`config.mk`:
```
export PLATFORM = sky130hd
export DESIGN_NAME = storage_growth_rate_estimator
export DESIGN_NICKNAME = d
export VERILOG_FILES = /design/src/rtl/sgr_pkg.sv /design/src/rtl/sgr_div.sv /design/src/rtl/sgr_datapath.sv /design/src/rtl/sgr_ctrl.sv /design/src/rtl/storage_growth_rate_estimator.sv
export SDC_FILE = /design/constraint.sdc
export NUM_CORES = 2
export LEC_CHECK = 0
export ABC_CLOCK_PERIOD_IN_PS = 9000
export BUFFER_PORTS_ARGS = -buffer_cell sky130_fd_sc_hd__buf_2
export CAP_MARGIN = 5
export CORE_MARGIN = 1
export CORE_UTILIZATION = 62
export DETAILED_ROUTE_END_ITERATION = 10
export PLACE_DENSITY = 0.8
export SETUP_SLACK_MARGIN = 0.02
export SLEW_MARGIN = 20
export SYNTH_ARGS = -nofsm -noshare
export SYNTH_HDL_FRONTEND = slang
export SYNTH_SLANG_ARGS = --single-unit
```
`constraint.sdc`:
```
create_clock -name clk -period 9 [get_ports clk]
set_input_delay 0.45 -clock clk [delete_from_list [all_inputs] [get_ports clk]]
set_output_delay 0.45 -clock clk [all_outputs]
set_load 0.02 [all_outputs]
```
`src/rtl/sgr_pkg.sv`:
```
// Shared types and constants for the storage growth rate estimator.
package sgr_pkg;

  localparam int MSD_W = 27;
  localparam logic [MSD_W-1:0] MS_PER_DAY = 27'd86400000;

  localparam int RATE_BITS      = 56;
  localparam int RATE_OUT_BITS  = 48;
  localparam int DAYS_BITS      = 54;
  localparam int COUNT_BITS     = 8;
  localparam int MIN_ELAPSED_MS = 1000;
  localparam int MIN_SAMPLES    = 2;
  localparam int EWMA_DIVISOR   = 5;
  // 4 * rate + sample
  localparam int EWMA_W         = RATE_BITS + 3;

  localparam int OUT_W   = RATE_OUT_BITS + DAYS_BITS + COUNT_BITS;
  localparam int OUT_PAD = ((OUT_W + 7) / 8) * 8;

  typedef enum logic [3:0] {
    ST_IDLE,
    ST_DECIDE,
    ST_CHECK,
    ST_MUL_LO,
    ST_MUL_HI,
    ST_ADD,
    ST_DIV_SAMPLE,
    ST_WAIT_SAMPLE,
    ST_EWMA,
    ST_WAIT_EWMA,
    ST_DAYS,
    ST_WAIT_DAYS,
    ST_OUT
  } sgr_state_t;

  typedef enum logic [1:0] {
    DIV_SAMPLE,
    DIV_EWMA,
    DIV_DAYS
  } div_sel_t;

  typedef struct packed {
    logic     load;
    logic     decide;
    logic     check;
    logic     mul_lo;
    logic     mul_hi;
    logic     add_num;
    logic     div_start;
    div_sel_t div_sel;
    logic     latch_sample;
    logic     rate_from_sample;
    logic     rate_from_div;
    logic     bump_count;
    logic     days_unknown;
    logic     days_zero;
    logic     days_from_div;
    logic     load_out;
  } sgr_cmd_t;

  typedef struct packed {
    logic is_cleanup;
    logic sample_ok;
    logic first_sample;
    logic div_done;
    logic days_known;
    logic free_above;
    logic out_free;
  } sgr_status_t;

endpackage

```
`src/rtl/sgr_div.sv`:
```
// Serial restoring divider, one quotient bit per cycle.
module sgr_div #(
  parameter int NW = 79,
  parameter int DW = 56
) (
  input  logic                        clk,
  input  logic                        rst,
  input  logic                        start,
  input  logic [NW-1:0]               num,
  input  logic [DW-1:0]               den,
  input  logic [$clog2(NW+1)-1:0]     nbits,
  output logic                        done,
  output logic [NW-1:0]               quot
);

  localparam int CW = $clog2(NW + 1);
  localparam int IW = $clog2(NW);

  logic [NW-1:0] num_q;
  logic [DW-1:0] den_q;
  logic [DW-1:0] rem;
  logic [CW-1:0] cnt;
  logic [CW-1:0] cnt_m1;
  logic          busy;
  logic [DW:0]   trial;
  logic          fits;

  // only the low nbits of the numerator are walked, the rest are zero
  assign cnt_m1 = cnt - CW'(1);
  assign trial  = {rem, num_q[cnt_m1[IW-1:0]]};
  assign fits   = trial >= {1'b0, den_q};

  always_ff @(posedge clk) begin
    if (rst) begin
      busy <= 1'b0;
      done <= 1'b0;
      cnt  <= '0;
    end else begin
      done <= 1'b0;
      if (start) begin
        busy <= 1'b1;
        cnt  <= nbits;
      end else if (busy) begin
        cnt <= cnt_m1;
        if (cnt == CW'(1)) begin
          busy <= 1'b0;
          done <= 1'b1;
        end
      end
    end
  end

  always_ff @(posedge clk) begin
    if (start) begin
      num_q <= num;
      den_q <= den;
      rem   <= '0;
      quot  <= '0;
    end else if (busy) begin
      rem  <= fits ? DW'(trial - {1'b0, den_q}) : trial[DW-1:0];
      quot <= {quot[NW-2:0], fits};
    end
  end

endmodule

```
`src/rtl/sgr_datapath.sv`:
```
// Datapath: estimator state, multiply, shared divider and result register.
module sgr_datapath #(
  parameter int BYTE_BITS      = 44,
  parameter int TIME_BITS      = 48,
  parameter int RATE_FRAC_BITS = 8
) (
  input  logic                                        clk,
  input  logic                                        rst,
  input  sgr_pkg::sgr_cmd_t                           ctl,
  output sgr_pkg::sgr_status_t                        sts,
  input  logic [((3*BYTE_BITS+TIME_BITS+7)/8)*8-1:0]  s_tdata,
  input  logic                                        s_tuser,
  input  logic                                        cfg_wr,
  input  logic [BYTE_BITS-1:0]                        cfg_data,
  output logic                                        m_tvalid,
  input  logic                                        m_tready,
  output logic [sgr_pkg::OUT_PAD-1:0]                 m_tdata,
  output logic                                        m_tuser
);
  import sgr_pkg::*;

  localparam int PROD_W = BYTE_BITS + MSD_W;
  localparam int SNUM_W = PROD_W + RATE_FRAC_BITS;
  localparam int DNUM_W = BYTE_BITS + RATE_FRAC_BITS;
  localparam int NW     = (SNUM_W > DNUM_W) ? SNUM_W : DNUM_W;
  localparam int DW     = (TIME_BITS > RATE_BITS) ? TIME_BITS : RATE_BITS;
  localparam int CW     = $clog2(NW + 1);
  localparam int LO_W   = BYTE_BITS / 2;
  localparam int HI_W   = BYTE_BITS - LO_W;
  localparam logic [RATE_BITS:0] HALF = (RATE_BITS+1)'((2 ** RATE_FRAC_BITS) / 2);

  // divide by five, one byte digit a cycle
  localparam int Q5_W     = ((EWMA_W + 7) / 8) * 8;
  localparam int Q5_STEPS = Q5_W / 8;
  localparam int Q5_CW    = $clog2(Q5_STEPS + 1);
  // floor(v / 5) == (v * 3277) >> 14 for every v below 5 * 256
  localparam logic [21:0] RECIP_5 = 22'd3277;

  // latched request
  logic                 is_clean;
  logic [BYTE_BITS-1:0] used;
  logic [TIME_BITS-1:0] tnow;
  logic [BYTE_BITS-1:0] recl;
  logic [BYTE_BITS-1:0] freeb;

  // estimator state
  logic [BYTE_BITS-1:0]  prev_used;
  logic [TIME_BITS-1:0]  prev_time;
  logic [BYTE_BITS-1:0]  pending;
  logic [RATE_BITS-1:0]  rate;
  logic [COUNT_BITS-1:0] count;
  logic [BYTE_BITS-1:0]  reserve;
  logic                  taken;

  // working registers
  logic [BYTE_BITS-1:0]  base;
  logic [TIME_BITS-1:0]  elapsed;
  logic                  time_ok;
  logic [BYTE_BITS-1:0]  delta;
  logic [LO_W+MSD_W-1:0] prod_lo;
  logic [HI_W+MSD_W-1:0] prod_hi;
  logic [SNUM_W-1:0]     num_reg;
  logic [RATE_BITS-1:0]  sample;
  logic [DAYS_BITS-1:0]  days;

  // result register
  logic [RATE_OUT_BITS-1:0] out_rate;
  logic [DAYS_BITS-1:0]     out_days;
  logic [COUNT_BITS-1:0]    out_count;
  logic                     out_taken;

  logic [BYTE_BITS:0]     clean_sum;
  logic [PROD_W-1:0]      prod_sum;
  logic [EWMA_W-1:0]      ewma_num;
  logic [DNUM_W-1:0]      days_num;
  logic [RATE_BITS:0]     rate_round;
  logic [RATE_BITS:0]     rate_shift;
  logic [RATE_OUT_BITS-1:0] rate_out;
  logic [NW-1:0]          div_num;
  logic [DW-1:0]          div_den;
  logic [CW-1:0]          div_nbits;
  logic                   div_go;
  logic                   div_done;
  logic [NW-1:0]          quot;

  logic [Q5_W-1:0]  q5_num;
  logic [Q5_W-1:0]  q5_quot;
  logic [2:0]       q5_rem;
  logic [Q5_CW-1:0] q5_cnt;
  logic             q5_start;
  logic             q5_busy;
  logic             q5_done;
  logic [10:0]      q5_v;
  logic [21:0]      q5_prod;
  logic [7:0]       q5_digit;

  assign clean_sum  = {1'b0, pending} + {1'b0, recl};
  assign prod_sum   = PROD_W'(prod_lo) + (PROD_W'(prod_hi) << LO_W);
  assign ewma_num   = EWMA_W'({rate, 2'b00}) + EWMA_W'(sample);
  assign days_num   = DNUM_W'(freeb - reserve) << RATE_FRAC_BITS;
  assign rate_round = {1'b0, rate} + HALF;
  assign rate_shift = rate_round >> RATE_FRAC_BITS;
  assign rate_out   = (|rate_shift[RATE_BITS:RATE_OUT_BITS]) ? '1
                                                             : rate_shift[RATE_OUT_BITS-1:0];

  always_comb begin
    unique case (ctl.div_sel)
      DIV_SAMPLE: begin
        div_num   = NW'(num_reg);
        div_den   = DW'(elapsed);
        div_nbits = CW'(SNUM_W);
      end
      DIV_DAYS: begin
        div_num   = NW'(days_num);
        div_den   = DW'(rate);
        div_nbits = CW'(DNUM_W);
      end
      default: begin
        div_num   = '0;
        div_den   = DW'(1);
        div_nbits = CW'(1);
      end
    endcase
  end

  assign div_go   = ctl.div_start && (ctl.div_sel != DIV_EWMA);
  assign q5_start = ctl.div_start && (ctl.div_sel == DIV_EWMA);

  sgr_div #(
    .NW (NW),
    .DW (DW)
  ) u_div (
    .clk   (clk),
    .rst   (rst),
    .start (div_go),
    .num   (div_num),
    .den   (div_den),
    .nbits (div_nbits),
    .done  (div_done),
    .quot  (quot)
  );

  // long division by five: remainder below five, so each digit fits a byte
  assign q5_v     = {q5_rem, q5_num[Q5_W-1 -: 8]};
  assign q5_prod  = 22'(q5_v) * RECIP_5;
  assign q5_digit = q5_prod[21:14];

  always_ff @(posedge clk) begin
    if (rst) begin
      q5_busy <= 1'b0;
      q5_done <= 1'b0;
      q5_cnt  <= '0;
    end else begin
      q5_done <= 1'b0;
      if (q5_start) begin
        q5_busy <= 1'b1;
        q5_cnt  <= Q5_CW'(Q5_STEPS);
      end else if (q5_busy) begin
        q5_cnt <= q5_cnt - Q5_CW'(1);
        if (q5_cnt == Q5_CW'(1)) begin
          q5_busy <= 1'b0;
          q5_done <= 1'b1;
        end
      end
    end
  end

  always_ff @(posedge clk) begin
    if (q5_start) begin
      q5_num  <= Q5_W'(ewma_num);
      q5_rem  <= '0;
      q5_quot <= '0;
    end else if (q5_busy) begin
      q5_num  <= {q5_num[Q5_W-9:0], 8'd0};
      q5_rem  <= 3'(q5_v - 11'(q5_digit) * 11'(EWMA_DIVISOR));
      q5_quot <= {q5_quot[Q5_W-9:0], q5_digit};
    end
  end

  always_comb begin
    sts.is_cleanup   = is_clean;
    sts.sample_ok    = time_ok && (elapsed >= TIME_BITS'(MIN_ELAPSED_MS)) && (used >= base);
    sts.first_sample = count == '0;
    sts.div_done     = div_done || q5_done;
    sts.days_known   = (count >= COUNT_BITS'(MIN_SAMPLES)) && (rate != '0);
    sts.free_above   = freeb > reserve;
    sts.out_free     = !m_tvalid || m_tready;
  end

  // estimator state, cleared by reset
  always_ff @(posedge clk) begin
    if (rst) begin
      prev_used <= '0;
      prev_time <= '0;
      pending   <= '0;
      rate      <= '0;
      count     <= '0;
      reserve   <= '0;
      m_tvalid  <= 1'b0;
    end else begin
      if (cfg_wr) begin
        reserve <= cfg_data;
      end
      if (ctl.decide) begin
        if (is_clean) begin
          pending <= clean_sum[BYTE_BITS] ? '1 : clean_sum[BYTE_BITS-1:0];
        end else begin
          prev_used <= used;
          prev_time <= tnow;
          pending   <= '0;
        end
      end
      if (ctl.rate_from_sample) begin
        rate <= sample;
      end else if (ctl.rate_from_div) begin
        rate <= q5_quot[RATE_BITS-1:0];
      end
      if (ctl.bump_count && count != '1) begin
        count <= count + COUNT_BITS'(1);
      end
      if (ctl.load_out) begin
        m_tvalid <= 1'b1;
      end else if (m_tready) begin
        m_tvalid <= 1'b0;
      end
    end
  end

  always_ff @(posedge clk) begin
    if (ctl.load) begin
      is_clean <= s_tuser;
      used     <= s_tdata[BYTE_BITS-1:0];
      tnow     <= s_tdata[BYTE_BITS +: TIME_BITS];
      recl     <= s_tdata[BYTE_BITS+TIME_BITS +: BYTE_BITS];
      freeb    <= s_tdata[2*BYTE_BITS+TIME_BITS +: BYTE_BITS];
      taken    <= 1'b0;
    end else if (ctl.bump_count) begin
      taken <= 1'b1;
    end
    if (ctl.decide) begin
      // base is the previous usage less the cleanup credit, floored at zero
      base    <= (prev_used > pending) ? prev_used - pending : '0;
      elapsed <= tnow - prev_time;
      time_ok <= (prev_time != '0) && (tnow > prev_time);
    end
    if (ctl.check) begin
      delta <= used - base;
    end
    if (ctl.mul_lo) begin
      prod_lo <= (LO_W+MSD_W)'(delta[LO_W-1:0]) * (LO_W+MSD_W)'(MS_PER_DAY);
    end
    if (ctl.mul_hi) begin
      prod_hi <= (HI_W+MSD_W)'(delta[BYTE_BITS-1:LO_W]) * (HI_W+MSD_W)'(MS_PER_DAY);
    end
    if (ctl.add_num) begin
      num_reg <= SNUM_W'(prod_sum) << RATE_FRAC_BITS;
    end
    if (ctl.latch_sample) begin
      sample <= (|quot[NW-1:RATE_BITS]) ? '1 : quot[RATE_BITS-1:0];
    end
    if (ctl.days_unknown) begin
      days <= '1;
    end else if (ctl.days_zero) begin
      days <= '0;
    end else if (ctl.days_from_div) begin
      days <= (|quot[NW-1:DAYS_BITS-1]) ? {1'b0, {(DAYS_BITS-1){1'b1}}}
                                        : {1'b0, quot[DAYS_BITS-2:0]};
    end
    if (ctl.load_out) begin
      out_rate  <= rate_out;
      out_days  <= days;
      out_count <= count;
      out_taken <= taken;
    end
  end

  assign m_tdata = {{(OUT_PAD-OUT_W){1'b0}}, out_count, out_days, out_rate};
  assign m_tuser = out_taken;

endmodule

```
`src/rtl/sgr_ctrl.sv`:
```
// Controller: sequences one request through decide, sample, update and days steps.
module sgr_ctrl (
  input  logic                 clk,
  input  logic                 rst,
  input  logic                 s_tvalid,
  output logic                 s_tready,
  input  sgr_pkg::sgr_status_t sts,
  output sgr_pkg::sgr_cmd_t    ctl
);
  import sgr_pkg::*;

  sgr_state_t state;
  sgr_state_t state_next;

  always_ff @(posedge clk) begin
    if (rst) begin
      state <= ST_IDLE;
    end else begin
      state <= state_next;
    end
  end

  always_comb begin
    state_next  = state;
    ctl         = '0;
    ctl.div_sel = DIV_SAMPLE;
    s_tready    = 1'b0;
    unique case (state)
      ST_IDLE: begin
        s_tready = 1'b1;
        if (s_tvalid) begin
          ctl.load   = 1'b1;
          state_next = ST_DECIDE;
        end
      end
      ST_DECIDE: begin
        ctl.decide = 1'b1;
        state_next = sts.is_cleanup ? ST_DAYS : ST_CHECK;
      end
      ST_CHECK: begin
        if (sts.sample_ok) begin
          ctl.check  = 1'b1;
          state_next = ST_MUL_LO;
        end else begin
          state_next = ST_DAYS;
        end
      end
      ST_MUL_LO: begin
        ctl.mul_lo = 1'b1;
        state_next = ST_MUL_HI;
      end
      ST_MUL_HI: begin
        ctl.mul_hi = 1'b1;
        state_next = ST_ADD;
      end
      ST_ADD: begin
        ctl.add_num = 1'b1;
        state_next  = ST_DIV_SAMPLE;
      end
      ST_DIV_SAMPLE: begin
        ctl.div_start = 1'b1;
        ctl.div_sel   = DIV_SAMPLE;
        state_next    = ST_WAIT_SAMPLE;
      end
      ST_WAIT_SAMPLE: begin
        if (sts.div_done) begin
          ctl.latch_sample = 1'b1;
          state_next       = ST_EWMA;
        end
      end
      ST_EWMA: begin
        ctl.bump_count = 1'b1;
        if (sts.first_sample) begin
          ctl.rate_from_sample = 1'b1;
          state_next           = ST_DAYS;
        end else begin
          ctl.div_start = 1'b1;
          ctl.div_sel   = DIV_EWMA;
          state_next    = ST_WAIT_EWMA;
        end
      end
      ST_WAIT_EWMA: begin
        ctl.div_sel = DIV_EWMA;
        if (sts.div_done) begin
          ctl.rate_from_div = 1'b1;
          state_next        = ST_DAYS;
        end
      end
      ST_DAYS: begin
        if (!sts.days_known) begin
          ctl.days_unknown = 1'b1;
          state_next       = ST_OUT;
        end else if (!sts.free_above) begin
          ctl.days_zero = 1'b1;
          state_next    = ST_OUT;
        end else begin
          ctl.div_start = 1'b1;
          ctl.div_sel   = DIV_DAYS;
          state_next    = ST_WAIT_DAYS;
        end
      end
      ST_WAIT_DAYS: begin
        ctl.div_sel = DIV_DAYS;
        if (sts.div_done) begin
          ctl.days_from_div = 1'b1;
          state_next        = ST_OUT;
        end
      end
      ST_OUT: begin
        // wait here only while an earlier result is still unread
        if (sts.out_free) begin
          ctl.load_out = 1'b1;
          state_next   = ST_IDLE;
        end
      end
      default: begin
        state_next = ST_IDLE;
      end
    endcase
  end

endmodule

```
`src/rtl/storage_growth_rate_estimator.sv`:
```
// Storage growth rate estimator: top level joining controller and datapath.
// A cleanup request goes from decide straight to the days step; an observation with a valid
// sample adds a split multiply, a serial division and the rate update. A days estimate
// adds a further serial division on the divider that the sample step uses.
// One request at a time: the next is taken from the cycle the result turns valid on.
// Synchronous reset clears rate, count, previous sample, cleanup sum and reserve.
module storage_growth_rate_estimator #(
  parameter int BYTE_BITS      = 44,
  parameter int TIME_BITS      = 48,
  parameter int RATE_FRAC_BITS = 8
) (
  input  logic                                        clk,
  input  logic                                        rst,
  input  logic                                        s_tvalid,
  output logic                                        s_tready,
  // usage, time in ms, reclaimed, free space
  input  logic [((3*BYTE_BITS+TIME_BITS+7)/8)*8-1:0]  s_tdata,
  // cmd
  input  logic                                        s_tuser,
  output logic                                        m_tvalid,
  input  logic                                        m_tready,
  // rate_per_day, days_remaining, sample_count
  output logic [sgr_pkg::OUT_PAD-1:0]                 m_tdata,
  // sample_taken
  output logic                                        m_tuser,
  input  logic                                        cfg_valid,
  output logic                                        cfg_ready,
  input  logic [BYTE_BITS-1:0]                        cfg_data
);
  import sgr_pkg::*;

  sgr_cmd_t    ctl;
  sgr_status_t sts;

  assign cfg_ready = 1'b1;

  sgr_ctrl u_ctrl (
    .clk      (clk),
    .rst      (rst),
    .s_tvalid (s_tvalid),
    .s_tready (s_tready),
    .sts      (sts),
    .ctl      (ctl)
  );

  sgr_datapath #(
    .BYTE_BITS      (BYTE_BITS),
    .TIME_BITS      (TIME_BITS),
    .RATE_FRAC_BITS (RATE_FRAC_BITS)
  ) u_datapath (
    .clk      (clk),
    .rst      (rst),
    .ctl      (ctl),
    .sts      (sts),
    .s_tdata  (s_tdata),
    .s_tuser  (s_tuser),
    .cfg_wr   (cfg_valid && cfg_ready),
    .cfg_data (cfg_data),
    .m_tvalid (m_tvalid),
    .m_tready (m_tready),
    .m_tdata  (m_tdata),
    .m_tuser  (m_tuser)
  );

  // a request stays in work until its result is loaded; only then can the next be taken
  a_one_at_a_time: assert property (@(posedge clk) disable iff (rst)
    s_tvalid && s_tready |=> !s_tready)
    else $error("request taken while previous still in work");

  a_taken_counts: assert property (@(posedge clk) disable iff (rst)
    m_tvalid && m_tuser |-> m_tdata[RATE_OUT_BITS+DAYS_BITS +: COUNT_BITS] != '0)
    else $error("sample taken with zero sample count");

  a_days_unknown: assert property (@(posedge clk) disable iff (rst)
    m_tvalid && (m_tdata[RATE_OUT_BITS+DAYS_BITS +: COUNT_BITS] < COUNT_BITS'(MIN_SAMPLES))
    |-> m_tdata[RATE_OUT_BITS +: DAYS_BITS] == '1)
    else $error("days estimate given with too few samples");

  a_no_overwrite: assert property (@(posedge clk) disable iff (rst)
    ctl.load_out |-> sts.out_free)
    else $error("result register overwritten before it was read");

endmodule

```
==> flow_metrics.env <==
export IMPL_cp_end_kind="flip-flop"
export IMPL_clock_skew_ns=0.0374
export IMPL_hold_path_class="primary input to flip-flop"
export IMPL_drv_slew=0
export IMPL_multi_input_area_sq_um=44800
export IMPL_vias=65986
export IMPL_final_nets=10105
export IMPL_rsz0062_at_grt="no"
export IMPL_dieArea_sq_um=137000
export IMPL_cp_required_ns=9.67
export IMPL_clkLatencyLatePin_ns=0.79
export IMPL_period_minus_slack_ns=7.03
export IMPL_ys_seq_area_share_pct=41.4
export IMPL_cts_resized_gates=0
export IMPL_io_pins=350
export IMPL_io_buffer_count=342
export IMPL_area_growth_pct=12.3
export IMPL_die_h_microns=370
export IMPL_yosys_most_used_dff="edfxtp_1"
export IMPL_cts_setup_buffers=0
export IMPL_cts_root_buffer="clkbuf_16"
export IMPL_drc_errors=26
export IMPL_routed_via_density=6.15
export IMPL_synth_edff_count=810
export IMPL_drv_cap=0
export IMPL_status="finished, violations left"
export IMPL_crit_fanout=24
export IMPL_leakage_uw=0.0408
export IMPL_fin_crit_sh_pct=78.1
export IMPL_gr_usage_all_layers_pct=34.9
export IMPL_tritoncts="yes"
export IMPL_grt_pass1_vias=64460
export IMPL_final_cell_mix="815 x inv_1, 810 x edfxtp_1, 805 x nand2_1"
export IMPL_worst_slew_pin_slew_ns=1.11
export IMPL_powerDensity_nw_per_um2=438
export IMPL_setup_violations=0
export IMPL_netlist_area_sq_um=83800
export IMPL_cts_hold_buf=225
export IMPL_design_area_sq_um=94200
export IMPL_cts_made_buffers=144
export IMPL_slew_limit_headroom_pct=26.1
export IMPL_syn_instance_count=8410
export IMPL_clkTransAtPathRegs_ns=0.06
export IMPL_crit_type="flip-flop to flip-flop"
export IMPL_overflow=0
export IMPL_place_gp_congestion=1.02
export IMPL_hpwl_microns=179000
export IMPL_reg_largest_list="u_datapath.u_div.quot (79), u_datapath.u_div.num_q (71), u_datapath.q5_num (64)"
export IMPL_final_util_pct=70.4
export IMPL_pre_cts_ws_ns=2.15
export IMPL_cts_path_max_buffers=3
export IMPL_postSynth_asyncResetShare_pct=0
export IMPL_initial_core_util_pct=62.7
export IMPL_wirelength_microns=241000
export IMPL_h_tree_depth=4
export IMPL_core_area_sq_um=134000
export IMPL_syn_area_per_cell_sq_um=9.97
export IMPL_stdcell_count=10727
export IMPL_grt_pass1_wl_microns=369000
export IMPL_hold_violations=0
export IMPL_finalWorstSetupSlack_ns=1.97
export IMPL_drive_gt1_share_pct=8.33
export IMPL_grt_max_degree=128
export IMPL_drt_iter0_drc=6988
export IMPL_drtPass1Iterations=11
export IMPL_antenna_left=0
export IMPL_largest_reg_flops=79
export IMPL_fin_setup_tns_ns=0
export IMPL_final_common_cell="inv_1"
export IMPL_ys_seq_elements=1328
export IMPL_fp_row_count=134
export IMPL_fmax_mhz=142
export IMPL_post_drt_wl_per_cell_microns=22.4
export IMPL_arrival_ns=7.70
export IMPL_die_x_microns=370
export IMPL_clkSinkCount=1328
export IMPL_synth_cell_types=98
export IMPL_placed_area_sq_um=87000
export IMPL_violations="design-rule violations"
export IMPL_peakVddDrop_mv=0.568
export IMPL_dp_cells=10227
export IMPL_synth_warnings=0
export IMPL_regMostFlops="u_datapath.u_div.quot"
export IMPL_seq_area_sq_um=34700
export IMPL_start_kind="flip-flop"
export IMPL_fill_cells=10046
export IMPL_antenna_found_initial=20
[layout make-up]
| class | count | share of cell area (%) |
|---|---|---|
| inverters | 819 | 3.28 |
| multi-input cells | 5916 | 47.6 |
| clock inverters | 77 | 0.894 |
| well taps | 1768 | 2.35 |
| repair buffers | 623 | 4.72 |
| clock buffers | 191 | 4.31 |
| diodes | 5 | 0.0133 |
| flip-flops and latches | 1328 | 36.8 |
[final timing paths]
check,from,end,cells after the start,slack [ns]
max,u_datapath.u_div.cnt[0],u_datapath.u_div.rem[45],22,1.97
min,rst,u_datapath.prev_used[23],2,0.16
min reg2reg,u_datapath.prod_lo[19],u_datapath.num_reg[27],0,0.42
max reg2reg,u_datapath.u_div.cnt[0],u_datapath.u_div.rem[45],22,1.97
[critical path, stage by stage (launching register included)]
cell,delay (ns)
dfxtp_1,0.32
buf_4,0.39
inv_1,0.12
ha_1,0.92
mux4_2,0.44
mux4_2,0.48
mux2_2,0.27
o21ai_0,0.22
inv_1,0.07
a31oi_1,0.15
o22a_1,0.26
ha_1,0.22
nor2b_1,0.06
o31a_1,0.27
o31ai_1,0.45
a31o_2,0.32
a2111oi_4,0.11
o2111ai_2,0.29
a21oi_2,0.21
nor2_2,0.60
buf_4,0.37
o311ai_0,0.18
o211a_1,0.17
[stage by stage]
stage               total power [uW]  hold WS [ns]
floorplan                      28200         0.400
global placement               33900         0.407
detailed placement             34500         0.405
CTS                            40900         0.118
global route                   44300         0.137
finish                         41300         0.158
[kinds of logic after synthesis]
group | synth area share [%]
AOI/OAI and AO/OA | 13.7
xor gates and xnor gates | 4.82
adders and majority gates | 18.0
buffers and inverters | 5.35
DFF | 41.4
muxes | 3.92
other | 0.00896
and+or+nand+nor | 12.8
[layer usage]
metal / global-route usage [%] / part of all wire, % / up-vias
met5: 0 / 0.061 / -
met4: 13.3 / 4.1 / 20
met3: 6.74 / 9.1 / 560
met2: 54.0 / 44 / 2881
met1: 48.5 / 42 / 31895
li1: - / - / 30630
[cell usage after synthesis, drive strengths merged (54+ instances only)]
cell	n	area, sq um
inv	818	3070
edfxtp	810	24300
nand2	807	3050
ha	759	9500
nor2	578	2170
a21oi	533	2670
dfxtp	518	10400
o21ai	385	1930
clkbuf	294	1100
fa	280	5610
mux2i	273	2730
nand3	265	1330
xnor2	264	2310
a21o	244	1830
xor2	197	1730
a211oi	132	1000
nand4	100	626
nor3	95	485
and3	86	538
or3	85	532
a31oi	84	526
o21a	62	465
nand2b	59	369
o21bai	59	443
nor4	58	369
nor2b	56	350
buf	54	310
[power breakdown]
group,switching [uW],internal (uW),total [uW]
clock network,2580,3550,6130
logic,14900,10300,25100
registers,1260,8750,10000
total,18700,22600,41300
No activity file was read; power rests on OpenSTA's default activity.
